[src/rtl/x86alu_pkg.sv]
// shared types, opcodes and constants of the 8086-style alu
`default_nettype none
package x86alu_pkg;

  localparam int NCELL = 32;

  // flag bit positions
  localparam int FL_C = 0;
  localparam int FL_P = 1;
  localparam int FL_H = 2;
  localparam int FL_Z = 3;
  localparam int FL_S = 4;
  localparam int FL_V = 5;

  typedef enum logic [4:0] {
    OP_ADD  = 5'd0,  OP_ADC  = 5'd1,  OP_SUB  = 5'd2,  OP_SBB = 5'd3,
    OP_AND  = 5'd4,  OP_OR   = 5'd5,  OP_XOR  = 5'd6,  OP_INC = 5'd7,
    OP_DEC  = 5'd8,  OP_NEG  = 5'd9,  OP_NOT  = 5'd10, OP_MUL = 5'd11,
    OP_IMUL = 5'd12, OP_DIV  = 5'd13, OP_IDIV = 5'd14, OP_ROL = 5'd15,
    OP_ROR  = 5'd16, OP_RCL  = 5'd17, OP_RCR  = 5'd18, OP_SHL = 5'd19,
    OP_SAL  = 5'd20, OP_SHR  = 5'd21, OP_SAR  = 5'd22
  } op_t;

  // one item as it travels down the chain
  typedef struct packed {
    logic        w;
    logic        is_div;
    logic        neg_q;
    logic        neg_r;
    logic        derr;
    logic [31:0] res;
    logic [5:0]  flags;
    logic [15:0] dvsr;
    logic [16:0] rem;
    logic [31:0] dvd;
  } item_t;

endpackage
`default_nettype wire

[src/rtl/x86alu_cell.sv]
// one divider cell: a restoring step that yields one quotient bit
`default_nettype none
module x86alu_cell import x86alu_pkg::*; (
  input  wire logic  clk,
  input  wire logic  rst_n,
  input  wire logic  en,
  input  wire logic  in_valid,
  input  wire item_t in_item,
  output logic       out_valid,
  output item_t      out_item
);

  logic  valid_r;
  item_t item_r, item_nxt;

  // shift in the next dividend bit and try the subtract
  always_comb begin
    logic [16:0] sh;
    logic [17:0] diff;
    item_nxt = in_item;
    sh       = {in_item.rem[15:0], in_item.dvd[31]};
    diff     = {1'b0, sh} - {2'b0, in_item.dvsr};
    if (!diff[17]) begin
      item_nxt.rem = diff[16:0];
    end else begin
      item_nxt.rem = sh;
    end
    item_nxt.dvd = {in_item.dvd[30:0], ~diff[17]};
  end

  always_ff @(posedge clk) begin
    if (!rst_n) begin
      valid_r <= 1'b0;
    end else if (en) begin
      valid_r <= in_valid;
    end
    if (en) begin
      item_r <= item_nxt;
    end
  end

  assign out_valid = valid_r;
  assign out_item  = item_r;

endmodule
`default_nettype wire

[config.mk]
export PLATFORM = sky130hd
export DESIGN_NAME = x86alu_cell
export DESIGN_NICKNAME = d
export VERILOG_FILES = /design/src/rtl/x86alu_pkg.sv /design/src/rtl/x86alu_cell.sv
export SDC_FILE = /design/constraint.sdc
export NUM_CORES = 1
export LEC_CHECK = 0
export ABC_CLOCK_PERIOD_IN_PS = 2790
export BUFFER_PORTS_ARGS = -buffer_cell sky130_fd_sc_hd__buf_2
export CORE_ASPECT_RATIO = 0.8
export CORE_UTILIZATION = 46
export CTS_CLUSTER_DIAMETER = 50
export DETAILED_ROUTE_END_ITERATION = 10
export PLACE_DENSITY = 0.8
export RECOVER_POWER = 50
export SYNTH_ARGS = -nofsm -noshare
export SYNTH_HDL_FRONTEND = slang
export SYNTH_SLANG_ARGS = --single-unit
[constraint.sdc]
create_clock -name clk -period 2.79 [get_ports clk]
set_input_delay 0.558 -clock clk [delete_from_list [all_inputs] [get_ports clk]]
set_output_delay 0.558 -clock clk [all_outputs]
set_load 0.01 [all_outputs]
==> results_dict.tcl, run 1 <==
set metrics [dict create \
    worst-r2r-setup-slack_ns 2.19 \
    critical_path_depth 11 \
    synthMostInstantiatedCell "edfxtp_1" \
    critical-path-top-cell-by-count "inv_1" \
    finalCriticalPeriod_ns 2.529 \
    detail-route-antenna-nets 0 \
    place_ws_ns -0.1014 \
    clkPwrFrac_pct 30.9 \
    synth_warnings 0 \
    p_switching_uw 968.6 \
    initial_core_utilization_pct 48.52 \
    internal_power_component_mw 2.912 \
    area_of_the_placeable_core_mm2 0.009309 \
    grt_pass1_wl_um 15550 \
    worst_path_largest_cell_delay_ns 0.39 \
    status "finished, violations left" \
    rr_worst_depth 2 \
    antenna_found_initial 2 \
    syn_inst 271 \
    cts-root-buf "clkbuf_16" \
    share_seq_of_total_power_pct 51.8 \
    fillCellCount 715 \
    drc 0 \
    detailed_place_hpwl_um 7892 \
    crit_path_end_kind "flop" \
    post-cts-setup-buffers 0 \
    synth.area.top_cells "edfxtp_1 72%, ha_1 4.4%, mux2_4 2.7%" \
    timing.critical_path.required_ns 2.89 \
    finalMaxSlewViolations 67 \
    combinational_power_share_pct 17.4 \
    grt_setup_unrepaired "false" \
    finalNetCount 637 \
    power.switching_fraction_pct 24.96 \
    powerDensity_mw_per_mm2 637.6 \
    synth_top_flop_cell "edfxtp_1" \
    crit_path_top_delay_cell "fa_1" \
    largest_net_degree_at_the_start_of_global_routing 67 \
    vias_per_cell 4.995 \
    synth_area_leader_cell "edfxtp_1" \
    htree_levels 3 \
    cts_num_sinks 109 \
    post_synth_num_cell_types 53 \
    achievable-frequency_mhz 395.4 \
    via_count 3137 \
    crit_buf_inv 3 \
    async_flop_share_pct 0 \
    die_w_um 112.8 \
    critical_path_class "in -> reg" \
    fin_ws_ns 0.2612 \
    period_share_pct 90.64 \
    worst_pin_slew_ns 1.589 \
    yosysSeqAreaShare_pct 72.24 \
    routed_wire_length_per_instance_um 16.35 \
    overflow 0 \
    design.die.area_mm2 0.01022 \
    dr.pass1.iters 4 \
    vias_in_the_first_global_route 2989 \
    final.setup_skew_ns 0 \
    timing.final.setup_violations 0 \
    startpoint_type "input port" \
    synth-edff-count 108 \
    timing.rr.start "out_valid" \
    capturing_instance_or_port_of_the_critical_path "out_item[42]" \
    clk_transition_reported_paths_ns 0.07 \
    gp_routability_congestion 0.8672 \
    timing.critical_path.arrival_ns 2.63 \
    syn-cell-area_mm2 0.004517 \
    hold_class "in -> reg" \
    ctsHoldBuffers 0 \
    crit_path_cell_trace "buf_2 -> inv_1 -> ha_1 -> inv_1 -> fa_1 -> a21o_1 -> a31oi_1 -> o21ai_1 -> a221oi_1 -> o211ai_1 -> mux2_4" \
    placement.io_buffers 219 \
    layout-drive-gt1-share_pct 52.73 \
    vdd.ir_drop.worst_uv 367.0 \
    hold_violations_final 0 \
    synthTopCellsByCount "108 x edfxtp_1, 22 x inv_1, 16 x ha_1" \
    final_core_util_pct 65.39 \
    cp_max_fo 3 \
    synth_top_cell_area_share_pct 71.80 \
    flow.area_growth_from_synthesis_pct 34.76 \
    cell_rows 31 \
    ctsResizeCount 0 \
    worst_r2r_endpoint "out_valid" \
    synth.net_count 400 \
    postSynthAreaPerCell_um2 16.67 \
    cts_tree "yes" \
    ios 221 \
    violations "capacitance limit, slew limit" \
    track_usage_pct 20.36 \
    initialDrtViolationCount 251 \
    yosys_register_bits 109 \
    power.static_leakage_nw 2.694 \
    drt-total-wl_um 10270 \
    critical_path.startpoint "in_item[31]" \
    max_cap_viol_count 1 \
    cts-buffers-inserted 9 \
    path_delay_family "compound AO/OA/AOI/OAI gates" \
    total_neg_setup_slack_ns 0 \
    clk_path_buf_depth 2 \
    clock_latency_ns 0.34 \
    chipHeight_um 90.63 \
    timing.max_slew.rel_slack_pct -5.922 \
]
[cells in the final DEF (no fill, tap or decap), drive strengths merged, types with 2 or more instances in the layout]
master | synthesis | layout
o2111ai | 2 | 2
a21oi | 12 | 12
nand3 | 4 | 4
o21a | 3 | 3
or2 | 3 | 3
a21o | 4 | 4
xnor2 | 6 | 6
o21ai | 9 | 9
nand4 | 4 | 4
edfxtp | 108 | 108
buf | 4 | 225
nor2b | 2 | 2
ha | 16 | 16
clkinv | 0 | 2
clkbuf | 4 | 18
xor2 | 4 | 4
a211o | 3 | 3
a211oi | 2 | 2
inv | 23 | 26
nor2 | 10 | 10
a31oi | 4 | 4
mux2 | 14 | 14
mux2i | 3 | 3
nand2 | 5 | 5
o211ai | 3 | 3
and2 | 2 | 2
[per-layer routing]
| metal | global-route usage [%] | routed length (um) |
|---|---|---|
| met1 | 22.03 | 3888 |
| met2 | 36.32 | 5329 |
| met3 | 7.450 | 834 |
| met4 | 7.556 | 204 |
| met5 | 0 | 13 |
[registers in the layout (all words and copies together) (netlist names)]
register / cells
out_item: 108
out_valid: 1
[worst min-delay path by stage]
stage                        end  cells after the start  slack, ns   startpoint
finish              out_item[95]                      1       0.39  in_item[95]
global route        out_item[81]                      1       0.37  in_item[81]
CTS                 out_item[16]                      1       0.37  in_item[15]
detailed placement     out_valid                      2       0.51    out_valid
global placement       out_valid                      2       0.50    out_valid
floorplan              out_valid                      2       0.54    out_valid
[cells by family after synthesis]
group / synth area share (%)
flip-flops: 72.24
XOR/XNOR: 1.939
adder cells (fa/ha/maj): 4.875
AO/OA/AOI/OAI: 8.532
AND/OR/NAND/NOR: 4.377
buffers and inverters: 3.213
multiplexers: 4.820
[cell type report]
type	instances	area (um^2)	area share, %
Antenna cell	1	2.502	0.04111
Clock buffer	9	225.2	3.700
Inverter	23	88.84	1.459
Clock inverter	6	56.30	0.9250
Timing Repair Buffer	234	1199	19.69
Tap cell	115	143.9	2.364
Multi-Input combinational cell	131	1109	18.21
Sequential cell	109	3263	53.61
[power by group through the flow]
stage               Combinational, mW  Sequential [mW]  Clock (mW)
global placement                0.665             2.04           0
CTS                             0.685             2.01        1.24
detailed placement              0.680             2.04           0
floorplan                       0.268             2.13           0
finish                          0.674             2.01        1.20
global route                    0.734             2.02        1.31
[through the flow]
stage	instance area, um^2	power (mW)	std cells	hold slack, ns
after floorplan	4517	2.400	271	0.5383
after global placement	5828	2.703	612	0.5035
after detailed placement	5828	2.724	612	0.5069
after CTS	6110	3.934	627	0.3732
after global routing	6085	4.063	627	0.3653
final	6087	3.881	628	0.3864
(Power assumes the default switching activity.)
==> run 2: changes to the inputs <==
- ABC_CLOCK_PERIOD_IN_PS: 2790 -> 3230
- CORE_UTILIZATION: 46 -> 50
- PLACE_DENSITY: 0.8 -> 0.86
- clock period: 2.79 -> 3.23 ns (I/O delays scaled with it)
==> run 2 against run 1 <==
Setup slack better by 0.22 ns; utilization is 3.7 points higher; sequential power is 13% lower; largest cell class unchanged; critical path depth stayed put; largest power group unchanged; sequential share of layout area is 1.1 points higher; total power is 14% lower; clock power is 13% lower; worst hold slack better by 0.092 ns; via count is 0.22% lower; the flow now finishes without violations; register-to-register slack better by 0.43 ns; non-clock buffer count is 13 lower; die area is 7.8% lower.
==> results_dict.tcl, run 2 (same netlist as run 1, synthesis figures left out) <==
set metrics [dict create \
    clk_transition_reported_paths_ns 0.08 \
    die_w_um 108.3 \
    antenna_found_initial 0 \
    largest_reg_flops 108 \
    highest_layer "met4" \
    cts_num_sinks 109 \
    timing.max_slew.rel_slack_pct 15.86 \
    p_switching_uw 844.0 \
    crit_path_end_kind "flop" \
    area_of_the_placeable_core_mm2 0.008633 \
    final_common_cell "buf_2" \
    post-cts-setup-buffers 0 \
    largest_net_degree_at_the_start_of_global_routing 50 \
    layout-drive-gt1-share_pct 45.29 \
    max_cap_viol_count 0 \
    timing.critical_path.required_ns 3.32 \
    cell_rows 30 \
    ctsResizeCount 0 \
    ios 221 \
    initialDrtViolationCount 229 \
    internal_power_component_mw 2.490 \
    vias_in_the_first_global_route 3030 \
    timing.critical_path.arrival_ns 2.84 \
    dr.pass1.iters 5 \
    chipHeight_um 87.01 \
    vias_per_cell 5.123 \
    fin_ws_ns 0.4814 \
    place_ws_ns 0.1591 \
    wl_met3_um 816 \
    total_neg_setup_slack_ns 0 \
    powerDensity_mw_per_mm2 559.1 \
    met2_wirelength_um 5465 \
    finalNetCount 624 \
    cts_tree "yes" \
    finalMaxSlewViolations 0 \
    detail-route-antenna-nets 0 \
    finalCriticalPeriod_ns 2.749 \
    clkPwrFrac_pct 31.2 \
    drt-total-wl_um 10320 \
    htree_levels 3 \
    worst_pin_slew_ns 1.262 \
    grt_setup_unrepaired "false" \
    hold_class "in -> reg" \
    share_seq_of_total_power_pct 52.2 \
    status "complete, no violations" \
    combinational_power_share_pct 16.7 \
    grt_pass1_wl_um 15010 \
    cp_max_fo 3 \
    final.setup_skew_ns 0 \
    period_share_pct 85.10 \
    detailed_place_hpwl_um 7946 \
    cts-buffers-inserted 9 \
    detail_route.wirelength.met1_um 3897 \
    ctsHoldBuffers 0 \
    critical_path_class "in -> reg" \
    gp_routability_congestion 0.9494 \
    achievable-frequency_mhz 363.8 \
    timing.final.setup_violations 0 \
    track_usage_pct 21.52 \
    routed_wire_length_per_instance_um 16.90 \
    overflow 0 \
    vdd.ir_drop.worst_uv 305.8 \
    startpoint_type "input port" \
    clk_path_buf_depth 2 \
    power.switching_fraction_pct 25.31 \
    initial_core_utilization_pct 52.32 \
    n_antenna_cell 0 \
    flow.area_growth_from_synthesis_pct 32.02 \
    design.die.area_mm2 0.009420 \
    final_cell_mix "181 x buf_2, 108 x edfxtp_1, 37 x clkbuf_1" \
    clock_latency_ns 0.33 \
    via_count 3130 \
    drc 0 \
    cts-root-buf "clkbuf_16" \
    placement.io_buffers 219 \
    hold_violations_final 0 \
    power.static_leakage_nw 2.547 \
]
-- run 2: cell type report --
cell class                      instances  area, um^2
Sequential cell                       109        3263
Clock buffer                            9       225.2
Multi-Input combinational cell        131        1109
Fill cell                             646        2670
Tap cell                              112       140.1
Timing Repair Buffer                  221        1077
Clock inverter                          6       60.06
Inverter                               23       88.84
-- run 2: metrics by stage --
step                area [um^2]  power [mW]  util, %  hold slack, ns  cells
floorplan                  4517       2.073        -          0.5383    271
global placement           5727       2.310    66.33          0.4925    596
detailed placement         5727       2.336    66.33          0.5214    596
CTS                        6012       3.371    69.64          0.4721    611
global route               5963       3.468    69.07          0.4634    611
finish                     5963       3.334    69.07          0.4782    611
-- run 2: power by group through the flow --
stage / registers, mW / clock network [mW] / logic, mW
2_1_floorplan: 1.84 / 0 / 0.231
3_3_place_gp: 1.76 / 0 / 0.548
3_5_place_dp: 1.77 / 0 / 0.566
4_1_cts: 1.74 / 1.06 / 0.569
5_1_grt: 1.75 / 1.11 / 0.604
6_report: 1.74 / 1.04 / 0.555
-- run 2: critical path: stages --
cell and delay, ns:
buf_2 0.10, inv_1 0.06, ha_1 0.19, inv_1 0.06
fa_1 0.41, a21o_1 0.22, a31oi_1 0.25, o21ai_1 0.17
a221oi_1 0.32, o211ai_1 0.14, mux2_4 0.27
-- run 2: worst paths after layout --
| check | from | cells past startpoint | endpoint | slack, ns |
|---|---|---|---|---|
| worst min register to register | out_valid | 2 | out_valid | 0.53 |
| worst max-delay path | in_item[31] | 11 | out_item[42] | 0.48 |
| worst max register to register | out_valid | 2 | out_valid | 2.62 |
| worst min-delay path | in_item[15] | 1 | out_item[16] | 0.48 |
-- run 2: routing by layer --
layer	vias to the layer above	track usage, %
li1	1493	-
met1	1484	24.92
met2	139	39.14
met3	14	5.834
met4	0	6.388
met5	-	0
