$ cat config.mk
export PLATFORM = sky130hd
export DESIGN_NAME = x86alu_front
export DESIGN_NICKNAME = d
export VERILOG_FILES = /design/src/rtl/x86alu_pkg.sv /design/src/rtl/x86alu_front.sv
export SDC_FILE = /design/constraint.sdc
export NUM_CORES = 2
export LEC_CHECK = 0
export BUFFER_PORTS_ARGS = -buffer_cell sky130_fd_sc_hd__buf_2
export CORE_ASPECT_RATIO = 1.75
export CORE_MARGIN = 3
export CORE_UTILIZATION = 65
export DETAILED_ROUTE_END_ITERATION = 6
export PLACE_DENSITY = 0.84
export SETUP_SLACK_MARGIN = 0.1
export SLEW_MARGIN = 20
export SYNTH_ARGS = -nofsm -noshare
export SYNTH_HDL_FRONTEND = slang
export SYNTH_SLANG_ARGS = --single-unit
$ cat constraint.sdc
create_clock -name clk -period 12.15 [get_ports clk]
set_input_delay 1.215 -clock clk [delete_from_list [all_inputs] [get_ports clk]]
set_output_delay 1.215 -clock clk [all_outputs]
set_load 0.1 [all_outputs]
$ cat src/rtl/x86alu_pkg.sv
// shared types, opcodes and constants of the 8086-style alu
`default_nettype none
package x86alu_pkg;

  localparam int NCELL = 32;

  // flag bit positions
  localparam int FL_C = 0;
  localparam int FL_P = 1;
  localparam int FL_H = 2;
  localparam int FL_Z = 3;
  localparam int FL_S = 4;
  localparam int FL_V = 5;

  typedef enum logic [4:0] {
    OP_ADD  = 5'd0,  OP_ADC  = 5'd1,  OP_SUB  = 5'd2,  OP_SBB = 5'd3,
    OP_AND  = 5'd4,  OP_OR   = 5'd5,  OP_XOR  = 5'd6,  OP_INC = 5'd7,
    OP_DEC  = 5'd8,  OP_NEG  = 5'd9,  OP_NOT  = 5'd10, OP_MUL = 5'd11,
    OP_IMUL = 5'd12, OP_DIV  = 5'd13, OP_IDIV = 5'd14, OP_ROL = 5'd15,
    OP_ROR  = 5'd16, OP_RCL  = 5'd17, OP_RCR  = 5'd18, OP_SHL = 5'd19,
    OP_SAL  = 5'd20, OP_SHR  = 5'd21, OP_SAR  = 5'd22
  } op_t;

  // one item as it travels down the chain
  typedef struct packed {
    logic        w;
    logic        is_div;
    logic        neg_q;
    logic        neg_r;
    logic        derr;
    logic [31:0] res;
    logic [5:0]  flags;
    logic [15:0] dvsr;
    logic [16:0] rem;
    logic [31:0] dvd;
  } item_t;

endpackage
`default_nettype wire

$ cat src/rtl/x86alu_front.sv
// entry stage: all non-divide operations and divide operand setup
`default_nettype none
module x86alu_front import x86alu_pkg::*; (
  input  wire logic        clk,
  input  wire logic        rst_n,
  input  wire logic        en,
  input  wire logic        in_valid,
  input  wire logic [4:0]  cmd,
  input  wire logic        word_size,
  input  wire logic [31:0] operand_a,
  input  wire logic [15:0] operand_b,
  input  wire logic [5:0]  flags_in,
  output logic             out_valid,
  output item_t            out_item
);

  logic  valid_r;
  item_t item_r, item_nxt;

  function automatic logic sgn_of(input logic [15:0] v, input logic w);
    return w ? v[15] : v[7];
  endfunction

  function automatic logic [5:0] put_szp(input logic [5:0] f, input logic [15:0] r,
                                         input logic w);
    logic [5:0] g;
    g        = f;
    g[FL_P]  = ~^r[7:0];
    g[FL_Z]  = (r == 16'd0);
    g[FL_S]  = sgn_of(r, w);
    return g;
  endfunction

  // operation decode and flag update
  always_comb begin
    logic        w, c, cin;
    logic [15:0] x, y, mask, r;
    logic [16:0] s17;
    logic [4:0]  h5;
    logic [5:0]  f;
    logic [31:0] prod;
    logic signed [16:0] xs, ys;
    logic signed [33:0] p;
    logic        ov, sa, sy;
    logic [31:0] dv, sdv;
    logic [15:0] ysx;
    logic [4:0]  n, k, nm1;
    logic [17:0] d9;
    logic [33:0] d17;
    logic [8:0]  v9;
    logic [16:0] v17;
    logic [15:0] d8;
    logic [31:0] d16;
    logic [47:0] wide;
    logic [31:0] sx;
    w    = word_size;
    mask = w ? 16'hffff : 16'h00ff;
    x    = operand_a[15:0] & mask;
    y    = operand_b & mask;
    cin  = flags_in[FL_C];
    f    = flags_in;
    n    = operand_b[4:0];
    nm1  = n - 5'd1;
    r    = 16'd0;
    c    = 1'b0;
    s17  = '0; h5 = '0; prod = '0; xs = '0; ys = '0; p = '0; ov = 1'b0;
    sa   = 1'b0; sy = 1'b0; dv = '0; sdv = '0; ysx = '0; k = '0;
    d9   = '0; d17 = '0; v9 = '0; v17 = '0; d8 = '0; d16 = '0; wide = '0; sx = '0;
    item_nxt        = '0;
    item_nxt.w      = w;
    case (op_t'(cmd))
      OP_ADD, OP_ADC: begin
        c   = (op_t'(cmd) == OP_ADC) ? cin : 1'b0;
        s17 = {1'b0, x} + {1'b0, y} + {16'd0, c};
        r   = s17[15:0] & mask;
        f[FL_C] = w ? s17[16] : s17[8];
        h5  = {1'b0, x[3:0]} + {1'b0, y[3:0]} + {4'd0, c};
        f[FL_H] = h5[4];
        f   = put_szp(f, r, w);
        f[FL_V] = sgn_of((r ^ x) & (r ^ y), w);
      end
      OP_SUB, OP_SBB: begin
        c   = (op_t'(cmd) == OP_SBB) ? cin : 1'b0;
        s17 = {1'b0, x} - {1'b0, y} - {16'd0, c};
        r   = s17[15:0] & mask;
        f[FL_C] = s17[16];
        h5  = {1'b0, x[3:0]} - {1'b0, y[3:0]} - {4'd0, c};
        f[FL_H] = h5[4];
        f   = put_szp(f, r, w);
        f[FL_V] = sgn_of((x ^ y) & (x ^ r), w);
      end
      OP_AND, OP_OR, OP_XOR: begin
        r = (op_t'(cmd) == OP_AND) ? (x & y) : (op_t'(cmd) == OP_OR) ? (x | y) : (x ^ y);
        f[FL_C] = 1'b0;
        f[FL_H] = 1'b0;
        f[FL_V] = 1'b0;
        f = put_szp(f, r, w);
      end
      OP_INC: begin
        r = (x + 16'd1) & mask;
        f[FL_H] = (x[3:0] == 4'hf);
        f = put_szp(f, r, w);
        f[FL_V] = w ? (r == 16'h8000) : (r == 16'h0080);
      end
      OP_DEC: begin
        r = (x - 16'd1) & mask;
        f[FL_H] = (x[3:0] == 4'h0);
        f = put_szp(f, r, w);
        f[FL_V] = w ? (r == 16'h7fff) : (r == 16'h007f);
      end
      OP_NEG: begin
        r = (16'd0 - x) & mask;
        f[FL_C] = (x != 16'd0);
        f[FL_H] = (x[3:0] != 4'h0);
        f = put_szp(f, r, w);
        f[FL_V] = w ? (x == 16'h8000) : (x == 16'h0080);
      end
      OP_NOT: r = ~x & mask;
      OP_MUL: begin
        prod = x * y;
        ov   = w ? (prod[31:16] != 16'd0) : (prod[15:8] != 8'd0);
        f[FL_C] = ov;
        f[FL_V] = ov;
      end
      OP_IMUL: begin
        xs = w ? $signed({x[15], x}) : $signed({{9{x[7]}}, x[7:0]});
        ys = w ? $signed({y[15], y}) : $signed({{9{y[7]}}, y[7:0]});
        p  = xs * ys;
        ov = w ? !((p[33:15] == '0) || (p[33:15] == '1))
               : !((p[33:7] == '0) || (p[33:7] == '1));
        prod = w ? p[31:0] : {16'd0, p[15:0]};
        f[FL_C] = ov;
        f[FL_V] = ov;
      end
      OP_DIV, OP_IDIV: begin
        if (y == 16'd0) begin
          item_nxt.derr = 1'b1;
        end else begin
          item_nxt.is_div = 1'b1;
          dv = w ? operand_a : {16'd0, operand_a[15:0]};
          if (op_t'(cmd) == OP_IDIV) begin
            sa  = w ? operand_a[31] : operand_a[15];
            sdv = w ? operand_a : {{16{operand_a[15]}}, operand_a[15:0]};
            dv  = sa ? (32'd0 - sdv) : sdv;
            sy  = sgn_of(y, w);
            ysx = w ? y : {{8{y[7]}}, y[7:0]};
            item_nxt.dvsr  = sy ? (16'd0 - ysx) : ysx;
            item_nxt.neg_q = sa ^ sy;
            item_nxt.neg_r = sa;
          end else begin
            item_nxt.dvsr = y;
          end
          item_nxt.dvd = dv;
        end
      end
      OP_ROL, OP_ROR: begin
        r = x;
        if (operand_b[3:0] != 4'd0) begin
          d8  = {x[7:0], x[7:0]};
          d16 = {x, x};
          if (op_t'(cmd) == OP_ROL) begin
            d8  = d8 << operand_b[2:0];
            d16 = d16 << operand_b[3:0];
            r   = w ? d16[31:16] : {8'd0, d8[15:8]};
            f[FL_C] = r[0];
          end else begin
            d8  = d8 >> operand_b[2:0];
            d16 = d16 >> operand_b[3:0];
            r   = w ? d16[15:0] : {8'd0, d8[7:0]};
            f[FL_C] = sgn_of(r, w);
          end
          f[FL_V] = sgn_of(x ^ r, w);
        end
      end
      OP_RCL, OP_RCR: begin
        r = x;
        if (n != 5'd0) begin
          if (w) k = (n >= 5'd17) ? n - 5'd17 : n;
          else   k = (n >= 5'd27) ? n - 5'd27 : (n >= 5'd18) ? n - 5'd18 :
                     (n >= 5'd9) ? n - 5'd9 : n;
          v9  = {cin, x[7:0]};
          v17 = {cin, x};
          d9  = {v9, v9};
          d17 = {v17, v17};
          if (op_t'(cmd) == OP_RCL) begin
            d9  = d9 << k;
            d17 = d17 << k;
            v9  = d9[17:9];
            v17 = d17[33:17];
          end else begin
            d9  = d9 >> k;
            d17 = d17 >> k;
            v9  = d9[8:0];
            v17 = d17[16:0];
          end
          r = w ? v17[15:0] : {8'd0, v9[7:0]};
          f[FL_C] = w ? v17[16] : v9[8];
          f[FL_V] = sgn_of(x ^ r, w);
        end
      end
      OP_SHL, OP_SAL: begin
        r = x;
        if (n != 5'd0) begin
          wide = {32'd0, x} << n;
          r    = wide[15:0] & mask;
          f[FL_C] = w ? wide[16] : wide[8];
          f = put_szp(f, r, w);
          f[FL_V] = (op_t'(cmd) == OP_SHL) && sgn_of(x ^ r, w);
        end
      end
      OP_SHR: begin
        r = x;
        if (n != 5'd0) begin
          r = x >> n;
          d16 = {16'd0, x} >> nm1;
          f[FL_C] = d16[0];
          f = put_szp(f, r, w);
          f[FL_V] = sgn_of(x ^ r, w);
        end
      end
      OP_SAR: begin
        r = x;
        if (n != 5'd0) begin
          sx  = w ? {{16{x[15]}}, x} : {{24{x[7]}}, x[7:0]};
          d16 = sx >> n;
          r   = d16[15:0] & mask;
          d16 = sx >> nm1;
          f[FL_C] = d16[0];
          f = put_szp(f, r, w);
          f[FL_V] = 1'b0;
        end
      end
      default: r = 16'd0;
    endcase
    item_nxt.flags = f;
    item_nxt.res   = ((op_t'(cmd) == OP_MUL) || (op_t'(cmd) == OP_IMUL)) ? prod
                                                                      : {16'd0, r};
  end

  // stage register
  always_ff @(posedge clk) begin
    if (!rst_n) begin
      valid_r <= 1'b0;
    end else if (en) begin
      valid_r <= in_valid;
    end
    if (en) begin
      item_r <= item_nxt;
    end
  end

  assign out_valid = valid_r;
  assign out_item  = item_r;

endmodule
`default_nettype wire

==> results of run 1 <==
-- cells by family after synthesis --
kind of cell,share of synthesized area
xor gates and xnor gates,0.0443
other,0.0000993
adders and majority gates,0.356
buffers and inverters,0.103
and+or+nand+nor,0.194
AOI/OAI and AO/OA,0.183
DFF,0.0729
muxes,0.0465
-- per-layer routing --
layer / GRT usage / overflow
met1: 0.738 / 7
met2: 0.943 / 302
met3: 0.612 / 9
met4: 0.804 / 208
met5: 0.219 / 0
-- metrics by stage --
step	worst slack, ns	hold slack (ns)	utilization	area, sq um	instances
floorplan	2.81	0.981	-	37800	4902
global placement	1.53	0.492	0.684	39200	5627
detailed placement	1.44	0.517	0.684	39200	5627
CTS	1.76	0.540	0.689	39500	5643
==> reports/qor.txt, run 1 <==
status = did not finish
stage reached = 5_1_grt
tool error = [ERROR GRT-0116] Global routing finished with congestion. Check the congestion regions in the DRC Viewer.
Post-synth ARST share = 0
top cells by count, synth = inv_1, nand2_1, nor2_1
standard-cell row count = 116
library cells used by synthesis = 110
Avg Synthesized Cell Area = 7.73 sq um
Main synth FF type = edfxtp_1
Mapped Cells = 4,886
Die Ht = 325 microns
Initial Util = 0.659
# resized after CTS = 0
root buf cell = clkbuf_16
TritonCTS buffer count = 9
number of synthesized flops with an enable pin = 91
Synth Cell Area = 0.0378 sq mm
synth warn = 0
DP Wirelength = 152 mm
first-pass GRT wire length = 351 mm
RD Place Congestion = 1.25
clock sinks = 92
CTS Hold Bufs = 0
GRT overflow = 526
Synth area leader = fa_1
Clock H-tree levels = 3
largest net degree at the start of global routing = 63
Clock Path Buffers = 2
count leader, synth = inv_1
post-CTS setup buffers = 0
Ports = 173
post-synth top area share = 0.257
die span in x = 188 microns
number of global-route vias before repair = 48,600
Seq/Total Area, Yosys = 0.0729
Port Buffers = 155
FF+latch count, synth = 92
Area contributors post-synth = fa_1, ha_1, edfxtp_1, inv_1, nand2_1
total global-route track usage = 0.765
==> run 2: changes to the inputs <==
Settings changed: CORE_ASPECT_RATIO 1.75 to default, CORE_UTILIZATION 65 to 40, PLACE_DENSITY 0.84 to default, PLACE_DENSITY_LB_ADDON from default to 0.15, SETUP_SLACK_MARGIN 0.1 to default.
==> run 2 against run 1 <==
The flow now finishes, with violations (design-rule violations). Synthesized cell count did not move. Synthesized area stayed put.
==> reports/qor.txt, run 2 <==
crit path launch type = primary input
count leader, synth = inv_1 (unchanged)
Routed WL = 186 mm
Avg Synthesized Cell Area = 7.73 sq um (unchanged)
critical path class = in2reg
post-synth top area share = 0.257 (unchanged)
Mapped Cells = 4,886 (unchanged)
GRT overflow = 0
Fill cells = 9,734
DP Wirelength = 143 mm (was 152 mm)
DRC viols = 1
initial antenna violation count = 14
peak supply drop = 1.00 mV
number of synthesized flops with an enable pin = 91 (unchanged)
worst hold path startpoint = out_valid$_SDFFE_PN0P_
clock skew = 0 ns
DR vias/cell = 6.29
DIE AREA = 0.0981 sq mm
post-CTS setup buffers = 0 (unchanged)
Final Hold Fails = 0
register area = 0.00275 sq mm
Synth Cell Area = 0.0378 sq mm (unchanged)
max incr delay on CP = 1.04 ns
top cells by count, synth = inv_1, nand2_1, nor2_1 (unchanged)
Pleak = 18.2 nW
crit path buf inv count = 7
failing checks = design-rule violations
wire per inst = 30.3 microns
FF+latch count, synth = 92 (unchanged)
Post-DP Area = 0.0397 sq mm (was 0.0392 sq mm)
Post-synth ARST share = 0 (unchanged)
critical path arrival = 10.90 ns
Port Buffers = 155 (unchanged)
design area = 0.0401 sq mm
min cycle time layout = 10.78 ns
library cells used by synthesis = 110 (unchanged)
Seq/Total Area, Yosys = 0.0729 (unchanged)
largest net degree at the start of global routing = 67
Die Ht = 313 microns (was 325 microns)
Synth area leader = fa_1 (unchanged)
Hold Crit Class = reg2reg
setup violators final = 0
commonest non-fill, non-tap cell in the layout = inv_1
clk slew on worst S/H paths = 0.08 ns
Area contributors post-synth = fa_1, ha_1, edfxtp_1, inv_1, nand2_1 (unchanged)
die span in x = 313 microns (was 188 microns)
most frequent cells in the layout = inv_1, nand2_1, nor2_1, fa_1, ha_1
CP max FO = 65
clock latency on the worst-skew pair = 0.38 ns
Rel. slew slack = 0.171
nets@finish = 5,707
status = complete, but fails checks (was did not finish)
synth warn = 0 (unchanged)
Max Fclk = 92.8 MHz
Main synth FF type = edfxtp_1 (unchanged)
total global-route track usage = 0.373
Clock Path Buffers = 2 (unchanged)
CTS Hold Bufs = 0 (unchanged)
Clock H-tree levels = 3 (unchanged)
area of the multi-input gates = 0.0312 sq mm
Req. time, crit path = 12.27 ns
Initial Util = 0.404 (was 0.659)
total chip power = 0.0124 W
number of global-route vias before repair = 38,300
r2r startpoint = out_valid$_SDFFE_PN0P_
Ports = 173 (unchanged)
fin crit share = 0.887
post-route ant nets = 0
root buf cell = clkbuf_16 (unchanged)
Fin Hold WS = 0.522 ns
Layout area overhead = 6.07%
setup TNS = 0 ns
CTS tree = done
drt first pass iters = 7
Pins Over Slew Limit = 0
initial drt markers = 4,995
Max Cap Viol = 0
CP Capture Type = flip-flop
TritonCTS buffer count = 9 (unchanged)
RSZ-0062 raised after global routing = false
RD Place Congestion = 1.08 (was 1.25)
via total after detailed routing = 38,600
max FFs per register = 91
final core utilization = 0.429
first-pass GRT wire length = 268 mm
standard-cell row count = 112 (was 116)
clock sinks = 92 (unchanged)
worst-margin pin slew = 1.23 ns
Pwr per Cell Area = 310 mW/mm^2
CORE AREA = 0.0935 sq mm
# resized after CTS = 0 (unchanged)
Worst Setup SP = word_size
Critical-path top delay cell = inv_1
CP top delay family = adder cells
share of cells above drive strength 1 = 0.0824
[run 2: worst paths after layout]
check | end | cells past startpoint | slack [ns]
setup reg to reg | out_valid$_SDFFE_PN0P_ | 2 | 11.56
hold / removal | out_valid$_SDFFE_PN0P_ | 2 | 0.52
hold reg to reg | out_valid$_SDFFE_PN0P_ | 2 | 0.52
setup / recovery | out_item[65]$_DFFE_PP_ | 27 | 1.37
[run 2: cell families (layout without fill, tap and decap cells)]
group	count (synthesis)	in the layout	synth area share
buf+inv	996	959	0.103
xor+xnor	191	191	0.0443
fa+ha+maj	783	783	0.356
simple gates	1630	1630	0.194
compound gates	1043	1043	0.183
flops	92	92	0.0729
other cells	1	28	0.0000993
mux	150	150	0.0465
[run 2: layout make-up]
cell class,instances,share of cell area
inverter,666,0.0624
clock buffer,9,0.00562
tap,1254,0.0392
multi-input combinational,3814,0.779
sequential,92,0.0687
antenna,11,0.000687
timing repair buffer,277,0.0426
clock inverter,7,0.00147
[run 2: through the flow]
step	std cells	setup slack, ns
final	6130	1.37
after global routing	6119	1.23
after CTS	6119	1.72
after detailed placement	6103	1.30
after global placement	6103	1.29
after floorplan	4902	2.81
[run 2: report_power, final]
part	switching, W	internal, W	leakage, nW
clock network	0.000143	0.000143	0.144
logic	0.00759	0.00411	17.2
registers	0.0000114	0.000394	0.877
[run 2: worst min-delay path, cell delays in order (launching register included)]
cell and delay, ns:
dfxtp_1 0.31, mux2i_1 0.11, nor2b_1 0.06
[run 2: routing by layer]
layer	GRT usage	vias up	wire length, microns	part of all wire
met1	0.481	18800	71200	0.38
met4	0.224	8	14100	0.076
li1	-	16500	-	-
met3	0.105	674	21500	0.12
met2	0.554	2597	78700	0.42
met5	0	-	50	0.00027
No activity file was read; power rests on OpenSTA's default activity.
